**src/design/ncc_pkg.sv**
```systemverilog
// Shared constants, types and codes of the nearest-centroid classifier.
package ncc_pkg;

  localparam int FEATURE_W         = 16;
  localparam int NUM_FEATURES      = 5;
  localparam int INDEX_W           = 6;
  localparam int LABEL_W           = 4;
  localparam int COUNT_W           = 7;
  localparam int SQ_W              = 2 * FEATURE_W;
  localparam int DIST_W            = SQ_W + $clog2(NUM_FEATURES);
  localparam int MAX_CENTROIDS_DEF = 64;

  typedef enum logic {
    CMD_LOAD     = 1'b0,
    CMD_CLASSIFY = 1'b1
  } ncc_cmd_t;

  typedef enum logic [1:0] {
    ST_IDLE,
    ST_SCAN,
    ST_DRAIN,
    ST_DONE
  } ncc_state_t;

  typedef struct packed {
    logic               valid;
    logic               last;
    logic [INDEX_W-1:0] index;
    logic [LABEL_W-1:0] label;
  } ncc_tag_t;

  typedef struct packed {
    logic               found;
    logic [LABEL_W-1:0] label;
    logic [INDEX_W-1:0] index;
    logic [DIST_W-1:0]  sq_distance;
  } ncc_best_t;

endpackage

```
**src/design/ncc_lane.sv**
```systemverilog
// One feature lane: centroid feature memory, absolute difference and square.
module ncc_lane #(
  parameter int DEPTH  = ncc_pkg::MAX_CENTROIDS_DEF,
  parameter int ADDR_W = 6
) (
  input  logic                          clk,
  input  logic                          wr_en,
  input  logic [ADDR_W-1:0]             wr_addr,
  input  logic [ncc_pkg::FEATURE_W-1:0] wr_data,
  input  logic [ADDR_W-1:0]             rd_addr,
  input  logic [ncc_pkg::FEATURE_W-1:0] query,
  output logic [ncc_pkg::SQ_W-1:0]      sq
);

  logic [ncc_pkg::FEATURE_W-1:0] mem [DEPTH];
  logic [ncc_pkg::FEATURE_W-1:0] rd_data_r;
  logic [ncc_pkg::FEATURE_W-1:0] diff;
  logic [ncc_pkg::SQ_W-1:0]      sq_r;

  always_ff @(posedge clk) begin
    if (wr_en) begin
      mem[wr_addr] <= wr_data;
    end
    rd_data_r <= mem[rd_addr];
  end

  assign diff = (query >= rd_data_r) ? (query - rd_data_r) : (rd_data_r - query);

  always_ff @(posedge clk) begin
    sq_r <= ncc_pkg::SQ_W'(diff) * ncc_pkg::SQ_W'(diff);
  end

  assign sq = sq_r;

endmodule

```
**config.mk**
```make
export PLATFORM = sky130hd
export DESIGN_NAME = ncc_lane
export DESIGN_NICKNAME = d
export VERILOG_FILES = /design/src/design/ncc_pkg.sv /design/src/design/ncc_lane.sv
export SDC_FILE = /design/constraint.sdc
export NUM_CORES = 1
export LEC_CHECK = 0
export BUFFER_PORTS_ARGS = -buffer_cell sky130_fd_sc_hd__buf_2
export CORE_ASPECT_RATIO = 0.6
export CORE_MARGIN = 4
export CORE_UTILIZATION = 43
export DETAILED_ROUTE_END_ITERATION = 16
export GPL_TIMING_DRIVEN = 0
export HOLD_SLACK_MARGIN = 0.05
export PLACE_DENSITY_LB_ADDON = 0.3
export SYNTH_ARGS = -nofsm -noshare
export SYNTH_HDL_FRONTEND = slang
export SYNTH_SLANG_ARGS = --single-unit
```
**constraint.sdc**
```tcl
create_clock -name clk -period 13.2 [get_ports clk]
set_input_delay 2.64 -clock clk [delete_from_list [all_inputs] [get_ports clk]]
set_output_delay 2.64 -clock clk [all_outputs]
set_load 0.05 [all_outputs]
```
-- After elaboration in Yosys (flattened, before gate mapping)
Memories as Yosys holds them, arrays and structs flattened. A register that Yosys moved wholly into a read port is not among the register bits.
Index checks and enable logic that the tools add are counted.
- logic and storage cells: 9
- memories kept: 1
- register bits: 32
- RAM bits: 1024
- memories (name ; words ; bits a word ; read ports ; clocked after Yosys merged registers in ; wr ports ; RTL line ; text):
    mem ; 64 ; 16 ; 1 ; 1 ; 1 ; ncc_lane.sv:15 ; logic [ncc_pkg::FEATURE_W-1:0] mem [DEPTH];
- magnitude comparators: 1
- muxes and demuxes: 3
- add/subtract/negate cells: 2
- multiply operators: 1
- operators by type and width (kind ; number):
    $mul 16x16->32 ; 1
    $sub 16x16->16 ; 2
    $ge 16x16->1 ; 1
    $mux 16 ; 1
    $mux 1 ; 2

-- Longest topological paths before layout
- depth after elaboration: 3
- mapped depth: 37
- mapped depth without buffers: 36

-- Worst setup path after synthesis
OpenSTA, ideal clock, no wires.
- path type: input to register
- from: input port query[13] in the netlist's numbering
- to: register sq_r (netlist bit sq[31])
- arrival time: 10.108 ns
- data required time: 13.080 ns
- buffers on the path: 2
- path slack: 2.972 ns
- library setup time: 0.120 ns
- stages on the path: 35
- path through: inv_1 ha_1 buf_6 a21o_1 a21o_1 a221oi_4 nand3_4 mux2_4 xnor2_1 inv_1 clkbuf_1 nand2_1 inv_1 fa_1 inv_1 fa_1 inv_1 fa_1 inv_1 fa_1 inv_1 fa_1 inv_1 fa_1 inv_1 ha_1 nand3_1 nor2_1 o211ai_1 and3_1 a21oi_1 o41a_1 a221o_1 a21oi_1 xnor2_1
- longest elaborated chain between the ends: 3
- elaborated cells between the ends (all ways): 5
- classes of those cells: 2 x add/sub; 1 x mul; 1 x order compare; 1 x mux
- ends and longest elaborated chain (item ; RTL line ; text):
    start: declaration ; ncc_lane.sv:11 ; input logic [ncc_pkg::FEATURE_W-1:0] query,
    $sub 16x16->16 or $ge 16x16->1 (tied branches) ; ncc_lane.sv:27 ; assign diff = (query >= rd_data_r) ? (query - rd_data_r) : (rd_data_r - query);
    $mux 16 (*) ; ncc_lane.sv:27 ;
    $mul 16x16->32 (*) ; ncc_lane.sv:30 ; sq_r <= ncc_pkg::SQ_W'(diff) * ncc_pkg::SQ_W'(diff);
    end signal: assignment ; ncc_lane.sv:30 ;
    end: declaration ; ncc_lane.sv:18 ; logic [ncc_pkg::SQ_W-1:0] sq_r;
Every way passes the cells marked *; elsewhere a longest branch is shown, timed or not.

-- Worst setup path in the final report
- from: input port query[14] in the netlist's numbering
- to: register sq_r (netlist bit sq[30])
Same word-level chain as after synthesis.

==> reports/qor.csv <==
metric,value,unit
kind of critical path,in2reg,
placed cell area,0.0518,mm^2
Critical Path RT,13.78,ns
Avg Inst Size Synth,18.5,um^2
Period minus WS final,12.22,ns
fraction of registers with async set/reset,0,%
clock root buffer,clkbuf_16,
Post-DRT Antenna Nets,0,
Layout area overhead,13.2,%
Layout fillers,8978,
top-count cell post-synth,edfxtp_1,
post-CTS setup buffers,0,
max-cap viol count,0,
Critical Path AT,12.79,ns
setup tns final,0,ns
NumNets Final,3181,
Critical Path Start Type,input port,
Synthesis Warnings,0,
Synth Register Bits,1071,
Crit Path Max Fanout,10,
CTS tree,built,
most frequent CP cell,inv_1,
hold path cells,2,
CTS Sinks,1071,
Routed wire per std cell,27.6,um
Syn Inst Count,2624,
reg2reg path depth,34,
most common library cells after synthesis,"1024 x edfxtp_1, 336 x mux4_2, 268 x inv_1",
Clock Path Buffers,3,
RSZ-0062 raised after global routing,false,
Num CTS Buffers,98,
"area leader, netlist",edfxtp_1,
clk slew on worst S/H paths,0.07,ns
total congestion overflow,0,
status,"complete, no violations",
# resized after CTS,0,
CTS Hold Bufs,0,
Critical-path top delay cell,xnor2_1,
CP max stage delay,1.06,ns
Synth Net Count,2963,
"EDFF count, synth",1024,
final non-filler cell total,4427,
total routed wirelength,122000,um
Worst setup EP type,flop,
gpl congestion,0.865,
Rel. slew slack,7.13,%
Vias,25500,
vias in the first global route,25400,
# IOs,78,
first-pass GRT wire length,179000,um
top post-synthesis cells by area,"edfxtp_1 63%, mux4_2 16%, fa_1 6.8%, ha_1 3.3%, inv_1 2.1%",
clock skew,0.0176,ns
initial antenna violation count,11,
Initial DRT Pass Iterations,7,
H-tree levels,3,
placed cells,4245,
Unique masters post-synth,63,
Post-Route Utilization,49.1,%
register area share after synthesis,65.2,%
"Slew Viols, Final",0,
largest net degree at the start of global routing,65,
Rows,95,
Main synth FF type,edfxtp_1,
post-synth top area share,63.3,%
Final Hold Vio Count,0,
f_max,0.0819,GHz
HP Class,reg2reg,
All-Layer GR Usage,20.8,%
period utilization,92.5,%
dpl hpwl,85400,um
port buffer count,65,
Initial Utilization,43.4,%
layout cell share with drive strength beyond 1,23.7,%
Mapped Area,0.0486,mm^2
Die W,442,um
Core Box Area,0.112,mm^2
Via density,5.75,
Least-Margin Pin Slew,1.38,ns
DIE HEIGHT,268,um
Clock Latency Late Sink,0.69,ns
DRC,0,
Post-Layout Inst Area,0.0550,mm^2
final setup fails,0,
Die Area,0.119,mm^2
1st-iter DRT viols,3365,
-- worst max-delay path: cells and delay by family --
kind | cells | cell delay [ns]
buffers and inverters | 11 | 1.41
adders and majority gates | 8 | 3.58
xor gates and xnor gates | 1 | 1.06
AOI/OAI and AO/OA | 7 | 2.21
and+or+nand+nor | 9 | 1.87
-- flip-flops by register name, summed over array words and instances, names as in the netlist --
| name | count |
|---|---|
| mem | 1024 |
| sq | 31 |
| rd_data_r | 16 |
-- worst paths after layout --
path,start,to,slack [ns]
setup reg to reg,rd_data_r[14]$_DFF_P_,sq[30]$_DFF_P_,2.80
setup / recovery,query[14],sq[30]$_DFF_P_,0.98
hold / removal,rd_data_r[0]$_DFF_P_,sq[0]$_DFF_P_,0.93
hold reg to reg,rd_data_r[0]$_DFF_P_,sq[0]$_DFF_P_,0.93
-- per-stage QoR --
step,worst slack [ns],hold WS (ns)
2_1_floorplan,2.97,0.680
3_3_place_gp,0.686,0.877
3_5_place_dp,0.560,0.930
4_1_cts,1.29,0.933
5_1_grt,0.388,0.992
6_report,0.984,0.935
-- layout make-up --
class                           count  area [um^2]  share of cell area [%]
Sequential cell                  1071        31700                    57.6
Multi-Input combinational cell   1172        15600                    28.4
Clock buffer                      128         2650                    4.81
Tap cell                         1503         1880                    3.42
Timing Repair Buffer              118         1180                    2.15
Inverter                          271         1020                    1.85
Clock inverter                     51          532                   0.966
Buffer                            110          447                   0.812
Antenna cell                        3         7.51                  0.0136
-- per-layer routing --
metal  wire length (um)  track usage [%]  up-vias  share of wire, %
li1                   -                -    10500                 -
met1              55800             34.0    13400                46
met2              49800             28.3     1347                41
met3              14100             5.16      156                12
met4               2250             3.93        2               1.8
met5                 13                0        -             0.011
-- cells in the final DEF, fill, tap and decap left out, drive strengths merged, types with 16 or more instances in the layout --
| master | Yosys | layout |
|---|---|---|
| a21o | 22 | 22 |
| nand2 | 111 | 111 |
| nor2 | 150 | 150 |
| a21oi | 52 | 52 |
| ha | 127 | 127 |
| mux4 | 336 | 336 |
| xor2 | 16 | 16 |
| xnor2 | 30 | 30 |
| clkinv | 2 | 34 |
| fa | 166 | 166 |
| buf | 43 | 161 |
| clkbuf | 67 | 195 |
| o21ai | 24 | 24 |
| nand3 | 18 | 18 |
| dfxtp | 47 | 47 |
| edfxtp | 1024 | 1024 |
| inv | 269 | 275 |
-- logic make-up after synthesis --
| family | after synthesis | share of synthesized area [%] |
|---|---|---|
| flops | 1071 | 65.2 |
| buf+inv | 381 | 3.01 |
| mux | 344 | 15.8 |
| simple gates | 344 | 3.10 |
| fa+ha+maj | 293 | 10.1 |
| compound gates | 144 | 1.96 |
| xor+xnor | 46 | 0.860 |
| other cells | 1 | 0.00771 |
Power is left out: the tool's default activity adds up to more than one toggle a clock period on the data nets, which glitch-free logic cannot reach.
