<file path="src/design/ncc_pkg.sv">
// Shared constants, types and codes of the nearest-centroid classifier.
package ncc_pkg;

  localparam int FEATURE_W         = 16;
  localparam int NUM_FEATURES      = 5;
  localparam int INDEX_W           = 6;
  localparam int LABEL_W           = 4;
  localparam int COUNT_W           = 7;
  localparam int SQ_W              = 2 * FEATURE_W;
  localparam int DIST_W            = SQ_W + $clog2(NUM_FEATURES);
  localparam int MAX_CENTROIDS_DEF = 64;

  typedef enum logic {
    CMD_LOAD     = 1'b0,
    CMD_CLASSIFY = 1'b1
  } ncc_cmd_t;

  typedef enum logic [1:0] {
    ST_IDLE,
    ST_SCAN,
    ST_DRAIN,
    ST_DONE
  } ncc_state_t;

  typedef struct packed {
    logic               valid;
    logic               last;
    logic [INDEX_W-1:0] index;
    logic [LABEL_W-1:0] label;
  } ncc_tag_t;

  typedef struct packed {
    logic               found;
    logic [LABEL_W-1:0] label;
    logic [INDEX_W-1:0] index;
    logic [DIST_W-1:0]  sq_distance;
  } ncc_best_t;

endpackage

</file>
<file path="src/design/ncc_merge.sv">
// Merge stage: sums the lane squares and keeps the first strictly nearest entry.
module ncc_merge (
  input  logic                     clk,
  input  logic                     rst_n,
  input  logic                     clear,
  input  ncc_pkg::ncc_tag_t        tag_in,
  input  logic [ncc_pkg::SQ_W-1:0] sq_in [ncc_pkg::NUM_FEATURES],
  output ncc_pkg::ncc_best_t       best,
  output logic                     done
);

  logic [ncc_pkg::DIST_W-1:0] sum;
  logic [ncc_pkg::DIST_W-1:0] sum_r;
  ncc_pkg::ncc_tag_t          tag_r;
  ncc_pkg::ncc_best_t         best_r;
  logic                       done_r;

  always_comb begin
    sum = '0;
    for (int f = 0; f < ncc_pkg::NUM_FEATURES; f++) begin
      sum = sum + ncc_pkg::DIST_W'(sq_in[f]);
    end
  end

  always_ff @(posedge clk) begin
    sum_r <= sum;
  end

  always_ff @(posedge clk) begin
    if (!rst_n) begin
      tag_r  <= '0;
      best_r <= '0;
      done_r <= 1'b0;
    end else begin
      tag_r  <= tag_in;
      done_r <= tag_r.valid && tag_r.last;
      if (clear) begin
        best_r <= '0;
      end else if (tag_r.valid && (!best_r.found || sum_r < best_r.sq_distance)) begin
        best_r.found       <= 1'b1;
        best_r.label       <= tag_r.label;
        best_r.index       <= tag_r.index;
        best_r.sq_distance <= sum_r;
      end
    end
  end

  assign best = best_r;
  assign done = done_r;

endmodule

</file>
<file path="config.mk">
export PLATFORM = sky130hd
export DESIGN_NAME = ncc_merge
export DESIGN_NICKNAME = d
export VERILOG_FILES = /design/src/design/ncc_pkg.sv /design/src/design/ncc_merge.sv
export SDC_FILE = /design/constraint.sdc
export NUM_CORES = 1
export LEC_CHECK = 0
export BUFFER_PORTS_ARGS = -buffer_cell sky130_fd_sc_hd__buf_2
export CELL_PAD_IN_SITES_DETAIL_PLACEMENT = 1
export CELL_PAD_IN_SITES_GLOBAL_PLACEMENT = 1
export CORE_MARGIN = 10
export CORE_UTILIZATION = 40
export DETAILED_ROUTE_END_ITERATION = 7
export GPL_TIMING_DRIVEN = 0
export PLACE_DENSITY_LB_ADDON = 0.3
export SYNTH_ARGS = -nofsm -noshare
export SYNTH_HDL_FRONTEND = slang
export SYNTH_SLANG_ARGS = --single-unit
</file>
<file path="constraint.sdc">
create_clock -name clk -period 5.1 [get_ports clk]
set_input_delay 1.02 -clock clk [delete_from_list [all_inputs] [get_ports clk]]
set_output_delay 1.02 -clock clk [all_outputs]
set_load 0.05 [all_outputs]
</file>
=== Word-level counts from Yosys, hierarchy flattened ===
Cells that the tools add are included.

* Word-level logic and storage cells: 21
* Register bits: 94
* Output and inout bits: 47

* Order comparisons: 1
* Reductions and logical operators: 5
* Bitwise logic cells: 1
* Add/subtract/negate cells: 4

{| class="wikitable"
|+ Operator list
! kind !! count
|-
| $add A34 B32 Y35 || 1
|-
| $add A35 B32 Y35 || 1
|-
| $lt A35 B35 Y1 || 1
|-
| $add A33 B32 Y34 || 1
|-
| $add A32 B32 Y33 || 1
|-
| $logic_and A1 B1 Y1 || 2
|-
| $reduce_or A2 Y1 || 1
|-
| $logic_not A1 Y1 || 1
|-
| $logic_or A1 B1 Y1 || 1
|-
| $not A1 Y1 || 1
|}

=== Longest topological paths before layout ===
Gate-level depths: netlist of the first run.

* Depth after elaboration: 4
* Gate-level depth with buffers: 17

=== Worst setup path before layout of the first run ===
OpenSTA, ideal clock, no wires.

* Kind: input port to flip-flop
* From: input sq_in[1] in the netlist's numbering
* To: register sum_r[31] in the netlist's numbering
* Stages: 15
* Arrival time: 4605 ps
* Path buffers: 0
* Path slack: 422 ps
* Setup time: 72 ps
* Cells stage by stage: inv_1 fa_1 fa_1 inv_1 fa_1 ha_1 fa_1 a211oi_1 o21ai_1 a31oi_1 a211oi_1 and3b_1 nor3_2 a41oi_1 xnor2_1

* Word-level cells in the longest chain between the ends: 1

{| class="wikitable"
|+ Ends and longest elaborated chain
! element !! RTL line !! source
|-
| start, declared || ncc_merge.sv:7 || <nowiki>input logic [ncc_pkg::SQ_W-1:0] sq_in [ncc_pkg::NUM_FEATURES],</nowiki>
|-
| $add A35 B32 Y35 || ncc_merge.sv:21 || <nowiki>sum = sum + ncc_pkg::DIST_W'(sq_in[f]);</nowiki>
|-
| net sum (one bit) || ncc_merge.sv:12 || <nowiki>logic [ncc_pkg::DIST_W-1:0] sum;</nowiki>
|-
| end signal, assigned || ncc_merge.sv:26 || <nowiki>sum_r <= sum;</nowiki>
|-
| end, declared || ncc_merge.sv:13 || <nowiki>logic [ncc_pkg::DIST_W-1:0] sum_r;</nowiki>
|}

The timed path passes the listed nets, and every way through them passes these cells.
A chain may end at the register's enable or synchronous reset.

=== Worst setup path in the final report of the first run ===
Same ends and word-level chain as after synthesis.

==> impl_metrics.json, run 1 <==
{
  "ys_ff_latch": 94,
  "grt_start_max_net_pins": 14,
  "clk_pin_slew_ps": 60,
  "grt_pass1_wl_um": 36870,
  "rsz0062_at_grt": "false",
  "hold_viol": 0,
  "cap_violations": 0,
  "synth_top_area_cell": "fa_1",
  "io_pins": 222,
  "slew-limit-headroom": 0.6750,
  "setup_tns_ps": 0,
  "p_leak_nw": 5.444,
  "yosysTopAreaCellShare": 0.2253,
  "combPwrFrac": 0.612,
  "power.clock.fraction": 0.148,
  "seq_power_share": 0.240,
  "cts-resized-gates": 0,
  "port_buffers": 221,
  "cts.path.max_buffers": 2,
  "ctsRootBufferMaster": "clkbuf_16",
  "gp_congestion": 0.8368,
  "path_max_fanout": 3,
  "setup_viol": 0,
  "wirelength_um": 22200,
  "grt_usage": 0.1654,
  "max_freq_mhz": 207.3,
  "finalCritPeriodShare": 0.9459,
  "synth_area_leaders": "fa_1, dfxtp_1, inv_1",
  "yosysMostFrequentCell": "inv_1",
  "vdd_drop_max_mv": 0.2143,
  "drv_slew": 0,
  "swShare": 0.4293,
  "syn_nets": 1337,
  "worstSkewPairLatency_ps": 350,
  "syn_area_per_cell_um2": 8.458,
  "cts.sinks": 94,
  "ys_warn_count": 0,
  "h-tree-depth": 3,
  "powerDensity_nw_per_um2": 426.3,
  "remaining_drc_errors": 0,
  "hold_ws_ps": 462.9,
  "fp.dieH_um": 165.3,
  "yosys_most_used_dff": "dfxtp_1",
  "initialDrtViolationCount": 180,
  "start_util": 0.4041,
  "antenna_found_initial": 0,
  "p_switching_w": 0.001863,
  "drt_first_pass_iters": 4,
  "crit_type": "in2reg",
  "status": "complete, no violations",
  "synthTopCellsByCount": "inv_1, fa_1, dfxtp_1, ha_1, o21ai_0",
  "final_nets": 1569,
  "drive_above_1_share": 0.2141,
  "final_antenna_net_count": 0,
  "place_hpwl_um": 18800,
  "synthCells": 998,
  "cts_hold_buffers": 0,
  "finClkSkew_ps": 6.833,
  "grt_pass1_vias": 8084,
  "cp-start-kind": "primary input",
  "tightestPinTransition_ps": 483.1,
  "dieWidth_um": 165.3,
  "area_delta_synth_final_pct": 20.59,
  "vias_per_cell": 4.804,
  "synth_edf_count": 0,
  "n_antenna_cell": 0,
  "core_area_um2": 20890,
  "wl_per_cell_um": 14.72,
  "end_kind": "flop",
  "power.internal_w": 0.002477,
  "grt_overflow": 0,
  "netlist_area_um2": 8441,
  "hp-class": "reg2reg",
  "floorplan.rows": 53,
  "cp_data_required_time_ps": 5370,
  "async_flop_share": 0,
  "synth_cell_types": 58,
  "die_area_um2": 27310,
  "arrival_ps": 5090,
  "finalCriticalPeriod_ps": 4824,
  "cts_tree": "done",
  "dr_total_vias": 7244,
  "cts_buffers": 9,
  "yosysSeqAreaShare": 0.2229,
  "post_cts_buffers": 0
}
## through the flow
step | utilization | setup WS, ps | std cells | area (um^2) | power [W]
global route | 0.4873 | 8.168 | 1508 | 10180 | 0.004829
detailed placement | 0.4735 | -200.5 | 1494 | 9891 | 0.003714
CTS | 0.4865 | 133.0 | 1508 | 10160 | 0.004386
global placement | 0.4735 | -207.0 | 1494 | 9891 | 0.003634
floorplan | - | 422.4 | 998 | 8441 | 0.003056
finish | 0.4873 | 276.0 | 1508 | 10180 | 0.004339
## critical path, stage by stage
cell	delay (ps)
buf_2	80
inv_1	50
fa_1	510
fa_1	530
inv_1	60
fa_1	450
ha_1	250
fa_1	430
a211oi_1	320
o21ai_1	200
a31oi_2	310
a211oi_2	140
and3b_1	260
nor3_2	70
a41oi_1	260
xnor2_1	160
## cells by family (layout without fill, tap and decap cells)
kind of cell | Yosys count | in the layout | share of synthesized area
flip-flops | 94 | 94 | 0.2229
AND/OR/NAND/NOR | 149 | 149 | 0.09354
adder cells (fa/ha/maj) | 164 | 164 | 0.3276
buffers and inverters | 338 | 573 | 0.1533
XOR/XNOR | 24 | 24 | 0.02490
AO/OA/AOI/OAI | 229 | 229 | 0.1777
## power groups by stage
stage | Combinational [W] | Sequential, W | Clock (W)
2_1_floorplan | 0.00199 | 0.00107 | 0
5_1_grt | 0.00308 | 0.00106 | 0.000690
3_3_place_gp | 0.00258 | 0.00105 | 0
6_report | 0.00266 | 0.00104 | 0.000641
3_5_place_dp | 0.00266 | 0.00106 | 0
4_1_cts | 0.00268 | 0.00104 | 0.000659
## final timing paths
path / cells past startpoint / end / from / slack [ps]
min reg2reg: 2 / best[33] / sum_r[33] / 460
min: 2 / best[33] / sum_r[33] / 460
max reg2reg: 11 / best[26] / best[33] / 2320
max: 16 / sum_r[31] / sq_in[1] / 280
## registers in the layout (all words and copies together), names as in the netlist
signal  flops
best       46
sum_r      35
tag_r      12
done        1
## layout make-up
class,count,area (um^2)
Buffer,26,122.6
Clock buffer,12,236.5
Clock inverter,2,35.03
Fill cell,2624,10710
Inverter,312,1171
Multi-Input combinational cell,566,5281
Sequential cell,94,1882
Tap cell,275,344.1
Timing Repair Buffer,221,1106
## cell usage in the layout (no fill, tap or decap), types with 6 or more instances in the layout
cell,synthesis,layout
nor2b_1,6,6
and3_1,7,7
o21ai_0,68,68
nand3_1,55,55
inv_1,312,312
a211o_1,7,7
a31oi_1,7,6
o21a_1,9,9
xor2_1,7,7
dfxtp_1,94,94
nor2_1,18,18
buf_2,14,235
nor3_1,10,10
a21oi_1,32,32
clkbuf_16,0,9
ha_1,69,69
a21boi_0,27,27
clkbuf_1,11,14
a21o_1,28,28
xnor2_1,17,17
fa_1,95,95
nand2b_1,7,7
a21boi_1,18,18
nand2_1,13,13
and2_1,15,15
## layer usage
layer / global-route usage / wire length, um / vias up
met5: 0 / 0 / -
met4: 0.04267 / 352 / 0
met3: 0.04065 / 1417 / 23
met2: 0.3064 / 11370 / 145
met1: 0.1841 / 9056 / 3502
li1: - / - / 3574
Power figures use the tool's default switching activity.
==> run 2: changes to the inputs <==
Settings changed: CORE_UTILIZATION 40 to 41, CTS_BUF_LIST from default to sky130_fd_sc_hd__clkbuf_4 sky130_fd_sc_hd__clkbuf_8.
==> run 2 against run 1 <==
Worst hold slack lost 3.0 ps. Fmax shrank 1.4%. Sequential power is essentially flat. Clock power shrank 25%. Highest routed layer unchanged. Die area shrank 2.1%. Critical path type unchanged. Utilization grew 1.1 points. Flip-flop and latch count is the same.
==> impl_metrics.json, run 2 (same netlist as run 1, synthesis figures left out) <==
{
  "powerDensity_nw_per_um2": 416.4,
  "cp_data_required_time_ps": 5400,
  "cts-resized-gates": 0,
  "post_cts_buffers": 0,
  "rsz0062_at_grt": "false",
  "dieWidth_um": 163.5,
  "grt_pass1_wl_um": 37370,
  "end_kind": "flop",
  "grt_overflow": 0,
  "cts.path.max_buffers": 2,
  "critical_path.max_stage_delay_ps": 520,
  "setup_viol": 0,
  "vias_per_cell": 4.835,
  "n_antenna_cell": 0,
  "antenna_found_initial": 0,
  "start_util": 0.4171,
  "path_max_fanout": 3,
  "dr_total_vias": 7277,
  "cts_buffers": 9,
  "largest_register_ffs": 46,
  "path_cells": "buf_2 -> inv_1 -> fa_1 -> fa_1 -> inv_1 -> fa_1 -> ha_1 -> fa_1 -> a211oi_1 -> o21ai_1 -> a31oi_2 -> a211oi_1 -> and3b_1 -> nor3_2 -> a41oi_1 -> xnor2_1",
  "finClkSkew_ps": 10.40,
  "dp_cells": 1489,
  "fin_cells": 1505,
  "r2r-start": "best[34]",
  "cts_tree": "done",
  "port_buffers": 221,
  "drive_above_1_share": 0.2170,
  "crit_type": "in2reg",
  "fp.dieH_um": 163.5,
  "grt_start_max_net_pins": 15,
  "core_area_um2": 20230,
  "max_freq_mhz": 204.5,
  "final_common_cell": "inv_1",
  "final_cell_mix": "inv_1, buf_2, fa_1",
  "final_nets": 1569,
  "clk_pin_slew_ps": 90,
  "hp-start": "tag_r[2]",
  "crit_slowest_cell": "fa_1",
  "cts_hold_buffers": 0,
  "cp-start-kind": "primary input",
  "total_power_w": 0.004198,
  "io_pins": 222,
  "tightestPinTransition_ps": 449.0,
  "drt_first_pass_iters": 6,
  "hold_viol": 0,
  "cap_violations": 0,
  "worstSkewPairLatency_ps": 370,
  "p_leak_nw": 5.412,
  "hp-class": "reg2reg",
  "wirelength_um": 22110,
  "place_hpwl_um": 19000,
  "status": "complete, no violations",
  "final_antenna_net_count": 0,
  "slew-limit-headroom": 0.6989,
  "grt_pass1_vias": 8032,
  "initialDrtViolationCount": 220,
  "h-tree-depth": 3,
  "die_area_um2": 26730,
  "arrival_ps": 5190,
  "ctsRootBufferMaster": "clkbuf_8",
  "gp_congestion": 0.8501,
  "area_delta_synth_final_pct": 19.43,
  "wl_per_cell_um": 14.69,
  "cts.sinks": 94,
  "drv_slew": 0,
  "crit_start": "sq_in[1]",
  "grt_usage": 0.1663,
  "vdd_drop_max_mv": 0.1552,
  "finalCritPeriodShare": 0.9589,
  "path_common_cell": "fa_1",
  "remaining_drc_errors": 0,
  "floorplan.rows": 52,
  "finalCriticalPeriod_ps": 4890
}
[run 2: worst paths after layout]
check,end,slack (ps),depth (start not counted)
hold reg to reg,best[43],460,2
setup / recovery,sum_r[31],210,16
setup reg to reg,best[31],2330,11
hold / removal,best[43],460,2
[run 2: metrics by stage]
| stage | utilization | hold slack, ps | cell area (um^2) | setup TNS (ps) | setup WS (ps) |
|---|---|---|---|---|---|
| 3_5_place_dp | 0.4885 | 444.5 | 9884 | -1053 | -271.6 |
| 3_3_place_gp | 0.4885 | 443.0 | 9884 | -610.3 | -222.4 |
| 2_1_floorplan | - | 428.2 | 8441 | 0 | 422.4 |
| 5_1_grt | 0.4982 | 483.8 | 10080 | 0 | 43.31 |
| 6_report | 0.4982 | 459.9 | 10080 | 0 | 209.6 |
| 4_1_cts | 0.4977 | 464.4 | 10070 | 0 | 84.41 |
[run 2: worst max-delay path: cells and delay by family]
family                   cells  cell delay (ps)
adder cells (fa/ha/maj)      5             2150
XOR/XNOR                     1              150
AO/OA/AOI/OAI                5             1350
AND/OR/NAND/NOR              2              340
buffers and inverters        3              170
[run 2: layout make-up]
type	count	area, um^2
plain buffers	26	122.6
multi-input cells	566	5276
well taps	270	337.8
flip-flops and latches	94	1882
inverters	312	1171
clock inverters	3	18.77
repair buffers	221	1106
fillers	2559	10150
clock buffers	13	166.4
[run 2: per-layer routing]
metal	routed length (um)	global-route usage
met1	9326	0.1971
met2	11400	0.3014
met3	1211	0.03725
met4	171	0.03168
met5	0	0
[run 2: power breakdown]
part | internal, W | switching (W) | leakage [nW] | total, W
Clock | 0.000215 | 0.000263 | 0.100 | 0.000478
Combinational | 0.00118 | 0.00151 | 4.54 | 0.00268
Sequential | 0.000928 | 0.000110 | 0.776 | 0.00104
Total | 0.00232 | 0.00188 | 5.41 | 0.00420
==> run 3: changes to the inputs <==
Settings changed: CORE_MARGIN 10 to default.
==> run 3 against run 2 <==
Register-to-register slack barely moved. Die area down 21%. Highest routed layer unchanged. Worst hold slack hardly changed.
==> impl_metrics.json, run 3 (same netlist as run 1, synthesis figures left out) <==
{
  "hold_viol": 0,
  "start_util": 0.4171,
  "floorplan.rows": 52,
  "dr_total_vias": 7189,
  "remaining_drc_errors": 0,
  "largest_register_ffs": 46,
  "final_antenna_net_count": 0,
  "hold_ws_ps": 459.7,
  "finalCriticalPeriod_ps": 4818,
  "rr_endpoint": "best[10]",
  "use_met2": 0.3558,
  "core_area_um2": 20230,
  "dp_cells": 1489,
  "worstSkewPairLatency_ps": 370,
  "finClkSkew_ps": 10.57,
  "initialDrtViolationCount": 138,
  "cts-resized-gates": 0,
  "cts_hold_buffers": 0,
  "cts.path.max_buffers": 2,
  "fin_cells": 1505,
  "p_leak_nw": 5.442,
  "drv_slew": 0,
  "die_area_um2": 21160,
  "post_cts_buffers": 0,
  "cp-start-kind": "primary input",
  "rr_worst_depth": 11,
  "vdd_drop_max_mv": 0.1330,
  "tightestPinTransition_ps": 713.6,
  "gr-max-usage-layer": "met2",
  "final_cell_mix": "inv_1, buf_2, fa_1",
  "status": "complete, no violations",
  "arrival_ps": 5120,
  "gp_congestion": 0.7956,
  "h-tree-depth": 3,
  "multi_input_area_um2": 5281,
  "slew-limit-headroom": 0.5202,
  "crit_slowest_cell": "fa_1",
  "cts_tree": "done",
  "grt_overflow": 0,
  "path_cells": "buf_2 -> inv_1 -> fa_1 -> fa_1 -> inv_1 -> fa_1 -> ha_1 -> fa_1 -> a211oi_2 -> o21ai_1 -> a31oi_2 -> a211oi_2 -> and3b_1 -> nor3_2 -> a41oi_1 -> xnor2_1",
  "end_kind": "flop",
  "path_max_fanout": 3,
  "rsz0062_at_grt": "false",
  "vias_per_cell": 4.777,
  "port_buffers": 221,
  "wl_per_cell_um": 13.11,
  "antenna_found_initial": 0,
  "use_met1": 0.2374,
  "fill_cells": 2544,
  "grtUsageMet3": 0.02696,
  "critical_path.max_stage_delay_ps": 520,
  "dieWidth_um": 145.5,
  "r2r-start": "best[34]",
  "final_common_cell": "inv_1",
  "area_delta_synth_final_pct": 20.32,
  "grt_usage": 0.1932,
  "grt_pass1_wl_um": 33810,
  "grt_pass1_vias": 7613,
  "final_nets": 1569,
  "hp-start": "tag_r[2]",
  "cap_violations": 0,
  "cts.sinks": 94,
  "hp-class": "reg2reg",
  "min_to": "best[43]",
  "finalCritPeriodShare": 0.9446,
  "ctsRootBufferMaster": "clkbuf_8",
  "n_antenna_cell": 0,
  "grt_start_max_net_pins": 16,
  "powerDensity_nw_per_um2": 425.0,
  "fp.dieH_um": 145.5,
  "total_power_w": 0.004316,
  "setup_viol": 0,
  "cts_buffers": 9,
  "seqCellArea_um2": 1882,
  "r2r_setup_slack_ps": 2340,
  "cp_data_required_time_ps": 5400,
  "drive_above_1_share": 0.2178,
  "crit_type": "in2reg",
  "hold_path_depth": 2,
  "max_freq_mhz": 207.6,
  "wirelength_um": 19730,
  "io_pins": 222,
  "drt_first_pass_iters": 4,
  "path_common_cell": "fa_1",
  "clk_pin_slew_ps": 90,
  "place_hpwl_um": 16630
}
## run 3: cell count changes in the layout (fill, tap and decap cells not counted)
cell,before,now
clkbuf_4,2,0
clkinv_2,2,1
o31ai_2,1,0
o31ai_1,1,2
inv_6,0,1
a211oi_1,6,4
clkinv_4,1,0
a211oi_2,1,3
bufinv_16,0,3
## run 3: where the power goes
group | total, W | internal (W) | switching, W
clock | 0.000622 | 0.000353 | 0.000268
sequential | 0.00104 | 0.000928 | 0.000109
combinational | 0.00266 | 0.00117 | 0.00148
total | 0.00432 | 0.00246 | 0.00186
## run 3: worst max-delay path, delay by kind of cell
family | cells | cell delay, ps
XOR/XNOR | 1 | 150
adder cells (fa/ha/maj) | 5 | 2200
buffers and inverters | 3 | 180
AND/OR/NAND/NOR | 2 | 330
AO/OA/AOI/OAI | 5 | 1220
## run 3: how the worst max path moves through the flow
stage,startpoint,endpoint,depth (start not counted)
finish,sq_in[1],sum_r[31],16
global route,sq_in[4],sum_r[26],17
floorplan,sq_in[1],sum_r[31],15
CTS,sq_in[1],sum_r[31],16
global placement,sq_in[1],sum_r[31],16
detailed placement,sq_in[1],sum_r[31],16
## run 3: metrics by stage
| stage | area (um^2) | setup TNS, ps | setup slack, ps | util |
|---|---|---|---|---|
| floorplan | 8441 | 0 | 422.4 | - |
| global placement | 9884 | -465.3 | -209.2 | 0.4885 |
| detailed placement | 9884 | -999.1 | -245.3 | 0.4885 |
| CTS | 10140 | 0 | 100.5 | 0.5011 |
| global route | 10160 | 0 | 19.30 | 0.5019 |
| finish | 10160 | 0 | 282.4 | 0.5019 |
## run 3: routing by layer
layer  up-vias  wire length (um)
met5         -                 0
met4         0               159
li1       3574                 -
met1      3468              8681
met2       137             10080
met3        10               811
## run 3: final cells by class
type / instances / area share
inverters: 312 / 0.1153
clock buffers: 11 / 0.01491
plain buffers: 26 / 0.01207
well taps: 270 / 0.03326
clock inverters: 5 / 0.01023
multi-input cells: 566 / 0.5200
repair buffers: 221 / 0.1089
flip-flops and latches: 94 / 0.1853
